<file path="src/hdl/sd_card_spi_host_engine_unit_defines.svh">
// Assertion macros for the SD SPI host engine
`ifndef SD_CARD_SPI_HOST_ENGINE_UNIT_DEFINES_SVH
`define SD_CARD_SPI_HOST_ENGINE_UNIT_DEFINES_SVH
`ifndef SYNTHESIS
`define SDSPI_ASSERT(label, clk_s, rst_n, prop) \
	label: assert property (@(posedge clk_s) disable iff (!rst_n) prop) else $error("assertion failed");
`define SDSPI_ASSERT_IMPL(label, clk_s, rst_n, pre, post) \
	label: assert property (@(posedge clk_s) disable iff (!rst_n) (pre) |-> (post)) \
		else $error("assertion failed");
`else
`define SDSPI_ASSERT(label, clk_s, rst_n, prop)
`define SDSPI_ASSERT_IMPL(label, clk_s, rst_n, pre, post)
`endif
`endif

</file>
<file path="src/hdl/sdspi_pkg.sv">
`default_nettype none
package sdspi_pkg;
	localparam int BLOCK_BYTES = 512;

	typedef enum logic [18:0] {
		PH_IDLE      = 19'h00001,
		PH_POWERUP   = 19'h00002,
		PH_DESEL     = 19'h00004,
		PH_READY     = 19'h00008,
		PH_SELFAIL   = 19'h00010,
		PH_FRAME     = 19'h00020,
		PH_STUFF     = 19'h00040,
		PH_R1        = 19'h00080,
		PH_TRAIL     = 19'h00100,
		PH_TOKEN     = 19'h00200,
		PH_RDATA     = 19'h00400,
		PH_RCRC      = 19'h00800,
		PH_WREADY    = 19'h01000,
		PH_WTOKEN    = 19'h02000,
		PH_WDATA     = 19'h04000,
		PH_WCRC      = 19'h08000,
		PH_WRESP     = 19'h10000,
		PH_STOPREADY = 19'h20000,
		PH_STOPTOK   = 19'h40000
	} phase_t;

	localparam logic [1:0] OP_XCHG = 2'd0;
	localparam logic [1:0] OP_INIT = 2'd1;
	localparam logic [1:0] OP_READ = 2'd2;
	localparam logic [1:0] OP_WRITE = 2'd3;

	localparam logic [2:0] ST_OK = 3'd0;
	localparam logic [2:0] ST_READY_TO = 3'd1;
	localparam logic [2:0] ST_BAD_RESP = 3'd2;
	localparam logic [2:0] ST_TOKEN_TO = 3'd3;
	localparam logic [2:0] ST_REJECT = 3'd4;
	localparam logic [2:0] ST_INIT_FAIL = 3'd5;

	localparam logic [2:0] CT_NONE = 3'd0;
	localparam logic [2:0] CT_MMC = 3'd1;
	localparam logic [2:0] CT_SD1 = 3'd2;
	localparam logic [2:0] CT_SD2 = 3'd3;
	localparam logic [2:0] CT_SDHC = 3'd4;
	localparam logic [2:0] CT_ERR = 3'd5;

	localparam logic [5:0] CMD0 = 6'd0;
	localparam logic [5:0] CMD1 = 6'd1;
	localparam logic [5:0] CMD8 = 6'd8;
	localparam logic [5:0] CMD12 = 6'd12;
	localparam logic [5:0] CMD16 = 6'd16;
	localparam logic [5:0] CMD17 = 6'd17;
	localparam logic [5:0] CMD18 = 6'd18;
	localparam logic [5:0] CMD23 = 6'd23;
	localparam logic [5:0] CMD24 = 6'd24;
	localparam logic [5:0] CMD25 = 6'd25;
	localparam logic [5:0] CMD41 = 6'd41;
	localparam logic [5:0] CMD55 = 6'd55;
	localparam logic [5:0] CMD58 = 6'd58;

	localparam logic [2:0] REG_READY = 3'd0;
	localparam logic [2:0] REG_TOKEN = 3'd1;
	localparam logic [2:0] REG_RESP = 3'd2;
	localparam logic [2:0] REG_OPCOND = 3'd3;
	localparam logic [2:0] REG_RESET = 3'd4;
	localparam logic [2:0] REG_PWRUP = 3'd5;

	typedef struct packed {
		logic [7:0] send_byte;
		logic       chip_select_n;
		logic       fast_clock;
		logic       read_valid;
		logic [7:0] read_data;
		logic       write_data_taken;
		logic       busy_res;
		logic       done_res;
		logic [2:0] status;
		logic [2:0] card_type;
	} result_t;
endpackage
`default_nettype wire

</file>
<file path="src/hdl/sd_card_spi_host_engine_unit.sv">
// SPI-mode SD host engine. Each input transfer is one SPI byte exchange:
// it carries the card's reply to the previous byte, and the result transfer
// gives the next byte to send, chip select and clock speed. One item is
// taken per clock; the state update is a single combinational step between
// the input and the output register, so the rate is one item per cycle
// unless the output side stalls. Limits are set through the APB port.
`default_nettype none
`include "sd_card_spi_host_engine_unit_defines.svh"
module sd_card_spi_host_engine_unit import sdspi_pkg::*; (
	input  wire logic        clk,
	input  wire logic        arst_n,
	input  wire logic        psel,
	input  wire logic        penable,
	input  wire logic        pwrite,
	input  wire logic [4:0]  paddr,
	input  wire logic [31:0] pwdata,
	output logic      [31:0] prdata,
	output logic             pready,
	input  wire logic        in_valid,
	output logic             in_stall,
	input  wire logic [1:0]  opcode,
	input  wire logic [31:0] sector_address,
	input  wire logic [7:0]  block_count,
	input  wire logic [7:0]  card_byte,
	input  wire logic [7:0]  write_data,
	output logic             out_valid,
	input  wire logic        out_stall,
	output logic      [7:0]  send_byte,
	output logic             chip_select_n,
	output logic             fast_clock,
	output logic             read_valid,
	output logic      [7:0]  read_data,
	output logic             write_data_taken,
	output logic             busy_res,
	output logic             done_res,
	output logic      [2:0]  status,
	output logic      [2:0]  card_type
);
	logic [23:0] ready_lim_q;
	logic [15:0] token_lim_q;
	logic [7:0]  resp_lim_q;
	logic [15:0] opc_lim_q;
	logic [7:0]  reset_lim_q;
	logic [7:0]  pwr_q;

	phase_t      phase_q;
	logic [47:0] frame_q;
	logic [9:0]  bcnt_q;
	logic [7:0]  blocks_q;
	logic [23:0] poll_q;
	logic [15:0] retry_q;
	logic [31:0] reply_q;
	logic [2:0]  ctype_q;
	logic        init_q;

	logic        in_acc;
	logic        res_full_q;
	result_t     res_q;

	assign pready = 1'b1;
	wire cfg_wr = psel && penable && pwrite;
	wire [2:0] cfg_idx = paddr[4:2];

	always_ff @(posedge clk or negedge arst_n) begin
		if (!arst_n) begin
			ready_lim_q <= 24'hFFFFFF;
			token_lim_q <= 16'hFFFF;
			resp_lim_q <= 8'd31;
			opc_lim_q <= 16'd65534;
			reset_lim_q <= 8'd20;
			pwr_q <= 8'd10;
		end else if (cfg_wr) begin
			case (cfg_idx)
				REG_READY: ready_lim_q <= pwdata[23:0];
				REG_TOKEN: token_lim_q <= pwdata[15:0];
				REG_RESP: resp_lim_q <= pwdata[7:0];
				REG_OPCOND: opc_lim_q <= pwdata[15:0];
				REG_RESET: reset_lim_q <= pwdata[7:0];
				REG_PWRUP: pwr_q <= pwdata[7:0];
				default: ;
			endcase
		end
	end

	always_comb begin
		case (cfg_idx)
			REG_READY: prdata = {8'd0, ready_lim_q};
			REG_TOKEN: prdata = {16'd0, token_lim_q};
			REG_RESP: prdata = {24'd0, resp_lim_q};
			REG_OPCOND: prdata = {16'd0, opc_lim_q};
			REG_RESET: prdata = {24'd0, reset_lim_q};
			REG_PWRUP: prdata = {24'd0, pwr_q};
			default: prdata = 32'd0;
		endcase
	end

	// output register with one stage: input waits only while a result is held and stalled
	assign in_stall = res_full_q && out_stall;
	assign in_acc = in_valid && !in_stall;
	assign out_valid = res_full_q;

	// next-state logic
	phase_t      n_phase;
	logic [47:0] n_frame;
	logic [9:0]  n_bcnt;
	logic [7:0]  n_blocks;
	logic [23:0] n_poll;
	logic [15:0] n_retry;
	logic [31:0] n_reply;
	logic [2:0]  n_ctype;
	logic        n_init;
	logic [7:0]  o_send;
	logic        o_cs, o_rv, o_take, o_done, o_slow;
	logic [7:0]  o_rd;
	logic [2:0]  o_status;

	logic [5:0]  fcmd;
	logic [31:0] farg;
	logic [23:0] poll_inc;
	logic [9:0]  bcnt_inc;
	logic [7:0]  blk_dec;
	logic [31:0] xaddr;
	logic [2:0]  wb_st;

	assign fcmd = frame_q[45:40];
	assign farg = frame_q[39:8];
	assign poll_inc = poll_q + 24'd1;
	assign bcnt_inc = bcnt_q + 10'd1;
	assign blk_dec = blocks_q - 8'd1;
	assign xaddr = (ctype_q == CT_SDHC) ? sector_address : {sector_address[22:0], 9'd0};

	always_comb begin
		n_phase = phase_q; n_frame = frame_q; n_bcnt = bcnt_q; n_blocks = blocks_q;
		n_poll = poll_q; n_retry = retry_q; n_reply = reply_q; n_ctype = ctype_q;
		n_init = init_q;
		o_send = 8'hFF; o_cs = 1'b1; o_rv = 1'b0; o_rd = 8'd0; o_take = 1'b0;
		o_done = 1'b0; o_status = ST_OK;
		o_slow = (phase_q != PH_IDLE) && !init_q;
		wb_st = ST_OK;

		case (phase_q)
			PH_IDLE: begin
				n_phase = PH_IDLE;
				if (opcode == OP_INIT) begin
					if (init_q) begin
						o_done = 1'b1;
					end else begin
						o_slow = 1'b1;
						n_ctype = CT_NONE;
						n_reply = '0;
						if (8'd0 < pwr_q) begin
							n_bcnt = 10'd1;
							n_phase = PH_POWERUP;
						end else begin
							n_bcnt = '0;
							n_retry = '0;
							n_frame = {8'h40, 32'd0, 8'h95};
							n_phase = PH_DESEL;
						end
					end
				end else if (opcode == OP_READ || opcode == OP_WRITE) begin
					if (!init_q) begin
						o_done = 1'b1; o_status = ST_INIT_FAIL;
					end else if (block_count == 8'd0) begin
						o_done = 1'b1;
					end else begin
						n_blocks = block_count;
						n_reply = '0;
						n_phase = PH_DESEL;
						if (opcode == OP_READ)
							n_frame = {2'b01, (block_count == 8'd1) ? CMD17 : CMD18,
								xaddr, 8'h01};
						else if (block_count == 8'd1)
							n_frame = {2'b01, CMD24, xaddr, 8'h01};
						else if (ctype_q != CT_MMC) begin
							n_reply = xaddr;
							n_frame = {2'b01, CMD55, 32'd0, 8'h01};
						end else
							n_frame = {2'b01, CMD25, xaddr, 8'h01};
					end
				end
			end
			PH_POWERUP: begin
				if ({2'd0, pwr_q} > bcnt_q) begin
					n_bcnt = bcnt_inc;
				end else begin
					n_retry = '0;
					n_frame = {8'h40, 32'd0, 8'h95};
					n_phase = PH_DESEL;
				end
			end
			PH_DESEL: begin
				n_poll = '0; o_cs = 1'b0; n_phase = PH_READY;
			end
			PH_READY: begin
				if (card_byte == 8'hFF) begin
					n_bcnt = '0; o_send = frame_q[47:40]; o_cs = 1'b0; n_phase = PH_FRAME;
				end else begin
					n_poll = poll_inc;
					if (poll_inc >= ready_lim_q) n_phase = PH_SELFAIL;
					else o_cs = 1'b0;
				end
			end
			PH_FRAME: begin
				n_bcnt = bcnt_inc;
				o_cs = 1'b0;
				case (bcnt_inc[2:0])
					3'd1: o_send = frame_q[39:32];
					3'd2: o_send = frame_q[31:24];
					3'd3: o_send = frame_q[23:16];
					3'd4: o_send = frame_q[15:8];
					3'd5: o_send = frame_q[7:0];
					default: o_send = 8'hFF;
				endcase
				if (bcnt_inc >= 10'd6) begin
					if (fcmd == CMD12) n_phase = PH_STUFF;
					else begin n_poll = '0; n_phase = PH_R1; end
				end
			end
			PH_STUFF: begin
				n_poll = '0; o_cs = 1'b0; n_phase = PH_R1;
			end
			PH_TRAIL: begin
				n_reply = {reply_q[23:0], card_byte};
				n_bcnt = bcnt_inc;
				if (bcnt_inc < 10'd4) begin
					o_cs = 1'b0;
				end else if (fcmd == CMD8) begin
					if (n_reply[15:0] == 16'h01AA) begin
						n_retry = '0;
						n_frame = {2'b01, CMD55, 32'd0, 8'h01};
						n_phase = PH_DESEL;
					end else begin
						n_ctype = CT_NONE; n_init = 1'b0; o_done = 1'b1;
						o_status = ST_INIT_FAIL; n_phase = PH_IDLE;
					end
				end else begin
					n_ctype = n_reply[30] ? CT_SDHC : CT_SD2;
					n_init = 1'b1; o_done = 1'b1; n_phase = PH_IDLE;
				end
			end
			PH_TOKEN: begin
				o_cs = 1'b0;
				if (card_byte == 8'hFE) begin
					n_bcnt = '0; n_phase = PH_RDATA;
				end else begin
					n_poll = poll_inc;
					if ({8'd0, token_lim_q} <= poll_inc) begin
						if (fcmd == CMD17) begin
							o_cs = 1'b1; o_done = 1'b1; o_status = ST_TOKEN_TO;
							n_phase = PH_IDLE;
						end else begin
							o_cs = 1'b1; n_reply = {29'd0, ST_TOKEN_TO};
							n_frame = {2'b01, CMD12, 32'd0, 8'h01}; n_phase = PH_DESEL;
						end
					end
				end
			end
			PH_RDATA: begin
				o_cs = 1'b0; o_rv = 1'b1; o_rd = card_byte;
				if (bcnt_inc < 10'(BLOCK_BYTES) && bcnt_q != 10'(BLOCK_BYTES - 1))
					n_bcnt = bcnt_inc;
				else begin n_bcnt = '0; n_phase = PH_RCRC; end
			end
			PH_RCRC: begin
				n_bcnt = bcnt_inc;
				if (bcnt_inc < 10'd2) o_cs = 1'b0;
				else if (fcmd == CMD17) begin
					o_done = 1'b1; n_phase = PH_IDLE;
				end else begin
					n_blocks = blk_dec;
					if (blk_dec != 8'd0) begin
						n_poll = '0; o_cs = 1'b0; n_phase = PH_TOKEN;
					end else begin
						n_reply = '0;
						n_frame = {2'b01, CMD12, 32'd0, 8'h01}; n_phase = PH_DESEL;
					end
				end
			end
			PH_WTOKEN: begin
				o_send = write_data; o_cs = 1'b0; o_take = 1'b1; n_bcnt = 10'd1;
				n_phase = PH_WDATA;
			end
			PH_WDATA: begin
				o_cs = 1'b0;
				if (bcnt_q != 10'(BLOCK_BYTES) && bcnt_q < 10'(BLOCK_BYTES - 1) + 10'd1) begin
					o_send = write_data; o_take = 1'b1; n_bcnt = bcnt_inc;
				end else begin
					n_bcnt = '0; n_phase = PH_WCRC;
				end
			end
			PH_WCRC: begin
				o_cs = 1'b0; n_bcnt = bcnt_inc;
				n_phase = (bcnt_inc < 10'd2) ? PH_WCRC : PH_WRESP;
			end
			PH_STOPREADY: begin
				if (card_byte == 8'hFF) begin
					o_send = 8'hFD; o_cs = 1'b0; n_phase = PH_STOPTOK;
				end else begin
					n_poll = poll_inc;
					if (poll_inc >= ready_lim_q) begin
						o_done = 1'b1; o_status = ST_READY_TO; n_phase = PH_IDLE;
					end else o_cs = 1'b0;
				end
			end
			PH_STOPTOK: begin
				o_done = 1'b1; o_status = reply_q[2:0]; n_phase = PH_IDLE;
			end
			PH_SELFAIL, PH_R1, PH_WREADY, PH_WRESP: ;
			default: n_phase = PH_IDLE;
		endcase

		// write block end (ready timeout or data response)
		if ((phase_q == PH_WREADY && card_byte != 8'hFF && poll_inc >= ready_lim_q)
			|| phase_q == PH_WRESP) begin
			if (phase_q == PH_WRESP)
				wb_st = (card_byte[4:0] == 5'h05) ? ST_OK : ST_REJECT;
			else
				wb_st = ST_READY_TO;
			if (phase_q == PH_WREADY) n_poll = poll_inc;
			if (fcmd == CMD24) begin
				o_done = 1'b1; o_status = wb_st; o_cs = 1'b1; n_phase = PH_IDLE;
			end else begin
				n_blocks = blk_dec;
				n_poll = '0; o_cs = 1'b0;
				if (wb_st == ST_OK && blk_dec != 8'd0) n_phase = PH_WREADY;
				else begin n_reply = {29'd0, wb_st}; n_phase = PH_STOPREADY; end
			end
		end else if (phase_q == PH_WREADY) begin
			o_cs = 1'b0;
			if (card_byte == 8'hFF) begin
				o_send = (fcmd == CMD24) ? 8'hFE : 8'hFC; n_phase = PH_WTOKEN;
			end else n_poll = poll_inc;
		end

		// R1 polling and command completion, also after a select failure
		if (phase_q == PH_R1 && card_byte[7] && poll_q < {16'd0, resp_lim_q}) begin
			n_poll = poll_inc; o_cs = 1'b0;
		end else if (phase_q == PH_R1 || phase_q == PH_SELFAIL) begin
			logic [7:0] r1;
			logic       rfail;
			r1 = (phase_q == PH_SELFAIL) ? 8'hFF : card_byte;
			rfail = (phase_q == PH_SELFAIL);
			o_cs = 1'b1; o_send = 8'hFF;
			n_phase = PH_DESEL;
			case (fcmd)
				CMD0: begin
					if (r1 == 8'h01) n_frame = {2'b01, CMD8, 32'h000001AA, 8'h87};
					else if (retry_q < {8'd0, reset_lim_q}) begin
						n_retry = retry_q + 16'd1; n_frame = {8'h40, 32'd0, 8'h95};
					end else begin
						n_ctype = CT_NONE; n_init = 1'b0; o_done = 1'b1;
						o_status = ST_INIT_FAIL; n_phase = PH_IDLE;
					end
				end
				CMD8: begin
					n_reply = '0;
					if (r1 == 8'h01) begin
						n_bcnt = '0; o_cs = 1'b0; n_phase = PH_TRAIL;
					end else n_frame = {2'b01, CMD55, 32'd0, 8'h01};
				end
				CMD55: begin
					if (init_q) n_frame = {2'b01, CMD23, 24'd0, blocks_q, 8'h01};
					else n_frame = {2'b01, CMD41,
						(reply_q[15:0] == 16'h01AA) ? 32'h40000000 : 32'd0, 8'h01};
				end
				CMD41, CMD1: begin
					if (fcmd == CMD41 && farg != 32'd0) begin
						if (r1 == 8'd0) n_frame = {2'b01, CMD58, 32'd0, 8'h01};
						else if (retry_q < opc_lim_q) begin
							n_retry = retry_q + 16'd1;
							n_frame = {2'b01, CMD55, 32'd0, 8'h01};
						end else begin
							n_ctype = CT_NONE; n_init = 1'b0; o_done = 1'b1;
							o_status = ST_INIT_FAIL; n_phase = PH_IDLE;
						end
					end else if (fcmd == CMD41 && ctype_q == CT_NONE) begin
						n_retry = '0;
						if (r1 <= 8'd1) begin
							n_ctype = CT_SD1; n_frame = {2'b01, CMD55, 32'd0, 8'h01};
						end else begin
							n_ctype = CT_MMC; n_frame = {2'b01, CMD1, 32'd0, 8'h01};
						end
					end else begin
						if (r1 == 8'd0)
							n_frame = {2'b01, CMD16, 32'(BLOCK_BYTES), 8'h01};
						else if (retry_q < opc_lim_q) begin
							n_retry = retry_q + 16'd1;
							n_frame = {2'b01, (fcmd == CMD1) ? CMD1 : CMD55, 32'd0, 8'h01};
						end else begin
							n_ctype = CT_ERR; n_init = 1'b0; o_done = 1'b1;
							o_status = ST_INIT_FAIL; n_phase = PH_IDLE;
						end
					end
				end
				CMD16: begin
					o_done = 1'b1; n_phase = PH_IDLE;
					if (r1 == 8'd0) n_init = 1'b1;
					else begin n_ctype = CT_ERR; n_init = 1'b0; o_status = ST_INIT_FAIL; end
				end
				CMD58: begin
					if (r1 == 8'd0) begin
						n_bcnt = '0; o_cs = 1'b0; n_phase = PH_TRAIL;
					end else begin
						n_ctype = CT_NONE; n_init = 1'b0; o_done = 1'b1;
						o_status = ST_INIT_FAIL; n_phase = PH_IDLE;
					end
				end
				CMD17, CMD18, CMD24, CMD25: begin
					if (rfail) begin
						o_done = 1'b1; o_status = ST_READY_TO; n_phase = PH_IDLE;
					end else if (r1 != 8'd0) begin
						o_done = 1'b1; o_status = ST_BAD_RESP; n_phase = PH_IDLE;
					end else begin
						n_poll = '0; o_cs = 1'b0;
						n_phase = (fcmd == CMD17 || fcmd == CMD18) ? PH_TOKEN : PH_WREADY;
					end
				end
				CMD23: n_frame = {2'b01, CMD25, reply_q, 8'h01};
				CMD12: begin
					o_done = 1'b1; o_status = reply_q[2:0]; n_phase = PH_IDLE;
				end
				default: begin
					o_done = 1'b1; o_status = ST_BAD_RESP; n_phase = PH_IDLE;
				end
			endcase
		end
	end

	always_ff @(posedge clk or negedge arst_n) begin
		if (!arst_n) begin
			phase_q <= PH_IDLE;
			frame_q <= '0;
			bcnt_q <= '0;
			blocks_q <= '0;
			poll_q <= '0;
			retry_q <= '0;
			reply_q <= '0;
			ctype_q <= CT_NONE;
			init_q <= 1'b0;
			res_full_q <= 1'b0;
		end else begin
			if (in_acc) begin
				phase_q <= n_phase;
				frame_q <= n_frame;
				bcnt_q <= n_bcnt;
				blocks_q <= n_blocks;
				poll_q <= n_poll;
				retry_q <= n_retry;
				reply_q <= n_reply;
				ctype_q <= n_ctype;
				init_q <= n_init;
				res_full_q <= 1'b1;
			end else if (!out_stall) begin
				res_full_q <= 1'b0;
			end
		end
	end

	always_ff @(posedge clk) begin
		if (in_acc) begin
			res_q.send_byte <= o_send;
			res_q.chip_select_n <= o_cs;
			res_q.fast_clock <= !o_slow;
			res_q.read_valid <= o_rv;
			res_q.read_data <= o_rd;
			res_q.write_data_taken <= o_take;
			res_q.busy_res <= (n_phase != PH_IDLE);
			res_q.done_res <= o_done;
			res_q.status <= o_status;
			res_q.card_type <= n_ctype;
		end
	end

	assign send_byte = res_q.send_byte;
	assign chip_select_n = res_q.chip_select_n;
	assign fast_clock = res_q.fast_clock;
	assign read_valid = res_q.read_valid;
	assign read_data = res_q.read_data;
	assign write_data_taken = res_q.write_data_taken;
	assign busy_res = res_q.busy_res;
	assign done_res = res_q.done_res;
	assign status = res_q.status;
	assign card_type = res_q.card_type;

	`SDSPI_ASSERT_IMPL(a_done_idle, clk, arst_n, out_valid && done_res, !busy_res && chip_select_n)
	`SDSPI_ASSERT_IMPL(a_take_sel, clk, arst_n, out_valid && write_data_taken, !chip_select_n)
	`SDSPI_ASSERT_IMPL(a_rd_zero, clk, arst_n, out_valid && !read_valid, read_data == 8'd0)
	`SDSPI_ASSERT_IMPL(a_status_done, clk, arst_n, out_valid && !done_res, status == ST_OK)
endmodule
`default_nettype wire

</file>
<file path="config.mk">
export PLATFORM = sky130hd
export DESIGN_NAME = sd_card_spi_host_engine_unit
export DESIGN_NICKNAME = d
export VERILOG_FILES = /design/src/hdl/sdspi_pkg.sv /design/src/hdl/sd_card_spi_host_engine_unit.sv
export VERILOG_INCLUDE_DIRS = /design/src /design/src/hdl
export SDC_FILE = /design/constraint.sdc
export NUM_CORES = 1
export LEC_CHECK = 0
export CAP_MARGIN = 20
export CORE_MARGIN = 3
export CORE_UTILIZATION = 25
export CTS_BUF_LIST = sky130_fd_sc_hd__clkbuf_4 sky130_fd_sc_hd__clkbuf_8
export DETAILED_ROUTE_END_ITERATION = 8
export DONT_BUFFER_PORTS = 1
export SETUP_SLACK_MARGIN = 0.5
export SYNTH_ARGS = -nofsm -noshare
export SYNTH_HDL_FRONTEND = slang
export SYNTH_SLANG_ARGS = --single-unit
</file>
<file path="constraint.sdc">
create_clock -name clk -period 5.23 [get_ports clk]
set_input_delay 0.523 -clock clk [delete_from_list [all_inputs] [get_ports clk]]
set_output_delay 0.523 -clock clk [all_outputs]
set_load 0.01 [all_outputs]
</file>
==> impl_metrics.py <==
metrics = {
    "status": {
        "outcome": "finished, violations left",
        "violations": "negative hold slack",
    },
    "worst_setup_path": {
        "slowest_delay_ps": 580,
        "cp_top_family": "compound AO/OA/AOI/OAI gates",
        "cpMostUsedCell": "a21o_1",
        "r2r_cells": 13,
        "slowest_stage": "dfrtp_1",
        "start_kind": "flop",
        "crit_fanout": 11,
        "crit_cells": 13,
        "worst-setup-path-type": "flop to flop",
        "crit_chain": "and3_1 -> nand3_1 -> xnor2_1 -> inv_1 -> ha_1 -> a2111oi_0 -> a21o_1 -> a31oi_1 -> a2111oi_4 -> nor2_4 -> o211a_1 -> a21o_1 -> a221o_1",
        "crit_buf_inv": 1,
        "worstPathRequired_ps": 5750,
        "worstPathArrival_ps": 4970,
        "cp-end-kind": "flop",
        "r2r_slack_ps": 770,
    },
    "floorplanning": {
        "die_h_microns": 291,
        "core_sq_um": 80500,
        "die_w_microns": 291,
        "start_util_pct": 25.3,
        "dieArea_sq_um": 84900,
        "ios": 165,
        "fp-row-count": 104,
    },
    "cts": {
        "cts_max_level": 2,
        "cts_made_buffers": 51,
        "clockBufferDepth": 3,
        "path_clk_slew_ps": 60,
        "cts_tree": "yes",
        "clock_latency_ps": 660,
        "clock_sinks": 270,
        "cts_root_buffer": "clkbuf_8",
    },
    "route": {
        "met3_wirelength_microns": 6900,
        "viasPerCell": 5.66,
        "drt_iter0_drc": 2087,
        "wl_per_cell_microns": 22.8,
        "met1_length_microns": 33100,
        "maxUsedRoutingLayer": "met5",
        "route.detailed.drc": 0,
        "totalWireLength_microns": 80900,
        "drtPass1Iterations": 8,
        "wl_met2_microns": 36700,
        "drtAntennaViolNets": 0,
        "vias": 20075,
    },
    "logic_synthesis": {
        "syn_area_per_cell_sq_um": 8.32,
        "seq_area_frac_synth_pct": 34.3,
        "synth_compound_area_share_pct": 25.5,
        "syn_inst": 2449,
        "muxShareOfSynthArea_pct": 4.40,
        "ys_seq_elements": 270,
        "synth_cell_type_count": 103,
        "synth_xor_area_share_pct": 1.27,
        "postSynth.asyncResetShare_pct": 89.6,
        "ys_warn_count": 0,
        "yosys.area.top_type_share_pct": 21.7,
        "synth_enable_flop_cells": 28,
        "synth_top_area_cell": "dfrtp_1",
        "synthAdderAreaFrac_pct": 5.21,
        "netlist_area_sq_um": 20400,
        "synth_top_family_by_area": "compound AO/OA/AOI/OAI gates",
        "synthTopCellsByArea": "dfrtp_1 22%, dfstp_2 8.4%, ha_1 5.2%",
        "synthFlopType": "dfrtp_1",
        "synthSimpleGateAreaFrac_pct": 23.3,
    },
    "sta": {
        "finalHoldViolations": 35,
        "fin_ws_ps": 774,
        "rsz0062_at_grt": "no",
        "min_period_ps": 4460,
        "finalCritPeriodShare_pct": 85.2,
        "tightestPinTransition_ps": 1130,
        "finalSetupViolCount": 0,
        "fin_setup_tns_ps": 0,
        "slew_headroom_pct": 23.9,
        "fmax_mhz": 224,
        "fin_skew_ps": 31.7,
        "maxSlewViolCount": 0,
        "whs_ps": -32.4,
    },
    "place": {
        "post_dp_cell_area_sq_um": 21500,
        "portBuffers": 0,
        "post-place-ws_ps": 288,
        "hpwl_microns": 59600,
        "gp_congestion": 0.999,
        "placed_cells": 3418,
    },
    "layout": {
        "nNetsFinal": 2632,
        "utilization_pct": 28.7,
        "fin_cells": 3549,
        "final_common_cell": "nand2_1",
        "design_area_sq_um": 23100,
        "final_cell_mix": "261 x nand2_1, 184 x nor2_1, 181 x o21ai_0",
        "area_delta_synth_final_pct": 13.6,
        "drive_gt1_share_pct": 14.2,
        "fillCellCount": 8556,
    },
    "worst_hold_path": {
        "hp-class": "primary input to asynchronous set/reset pin",
    },
    "grt": {
        "grt_max_degree": 243,
        "grt.total_usage_pct": 18.1,
        "gr-total-overflow": 0,
        "grt_pass1_wl_microns": 120000,
        "grt_pass1_vias": 18720,
        "antenna_found_initial": 3,
    },
    "power": {
        "internal_power_uw": 5090,
        "p_switching_uw": 3560,
        "power_frac_seq_pct": 36.8,
        "sw_frac_of_total_pct": 41.1,
        "power_leakage_uw": 0.00942,
        "p_per_area_nw_per_um2": 374,
        "power_frac_clock_pct": 27.3,
        "vdd_drop_max_mv": 0.173,
        "comb_power_share_pct": 36.0,
    },
    "job": {
        "cap_violations": 0,
    },
}
area by class of cell:
| type | count | area [sq um] | area share, % |
|---|---|---|---|
| repair buffers | 100 | 887 | 3.84 |
| multi-input cells | 1889 | 12300 | 53.1 |
| well taps | 1060 | 1330 | 5.73 |
| diodes | 2 | 5.00 | 0.0216 |
| flip-flops and latches | 270 | 6980 | 30.2 |
| inverters | 134 | 504 | 2.18 |
| clock inverters | 14 | 134 | 0.579 |
| clock buffers | 80 | 1010 | 4.35 |
path summary, 6_finish.rpt:
path / from / endpoint
setup / recovery: poll_q[2] / frame_q[14]
hold reg to reg: frame_q[46] / frame_q[46]
hold / removal: arst_n / frame_q[7]
max in group asynchronous: arst_n / retry_q[15]
min in group clk: sector_address[0] / frame_q[8]
setup reg to reg: poll_q[2] / frame_q[14]
Yosys cell counts (47+ instances only):
cell      count
o21ai_0     184
nand3_1      74
nor3_1       57
nor2_1      184
o22ai_1      70
nand2_1     262
clkbuf_1    105
dfrtp_1     177
dfstp_2      65
and2_1       47
nand4_1      47
inv_1       132
ha_1         84
a21oi_1     142
stage by stage:
step                      total power [uW]  hold WS (ps)
after detailed placement              6120           261
after global placement                6090           261
final                                 8640         -32.4
after CTS                             8560          -436
after global routing                  9120          16.7
after floorplan                       5130           227
timing repair:
item,4_1_cts,5_1_grt
hold buffers,29,2
setup endpoints to repair,40,80
gates resized for setup,4,11
hold endpoints to repair,327,178
setup buffers,0,2
pin swaps,0,3
cloned,0,1
flip-flops by register name, indices dropped and copies added (netlist names), 3 cells and up:
register,count
frame_q,48
reply_q,32
poll_q,24
ready_lim_q,24
phase_q,19
opc_lim_q,16
retry_q,16
token_lim_q,16
bcnt_q,10
blocks_q,8
pwr_q,8
read_data,8
reset_lim_q,8
resp_lim_q,8
send_byte,8
card_type,3
ctype_q,3
status,3
cells by family after synthesis:
| logic type | after synthesis |
|---|---|
| other cells | 2 |
| simple gates | 909 |
| flops | 270 |
| xor+xnor | 28 |
| fa+ha+maj | 85 |
| compound gates | 779 |
| buf+inv | 298 |
| mux | 78 |
power groups by stage:
stage	clock network, uW	logic, uW	registers, uW
finish	2360	3110	3180
detailed placement	0	2940	3190
global placement	0	2900	3190
global route	2500	3390	3230
floorplan	0	2240	2890
CTS	2420	2980	3160
routing by layer:
metal	vias up	GRT usage, %
li1	9118	-
met1	9766	23.5
met2	961	28.7
met3	228	3.81
met4	2	8.41
met5	-	0
(Power assumes the default switching activity.)
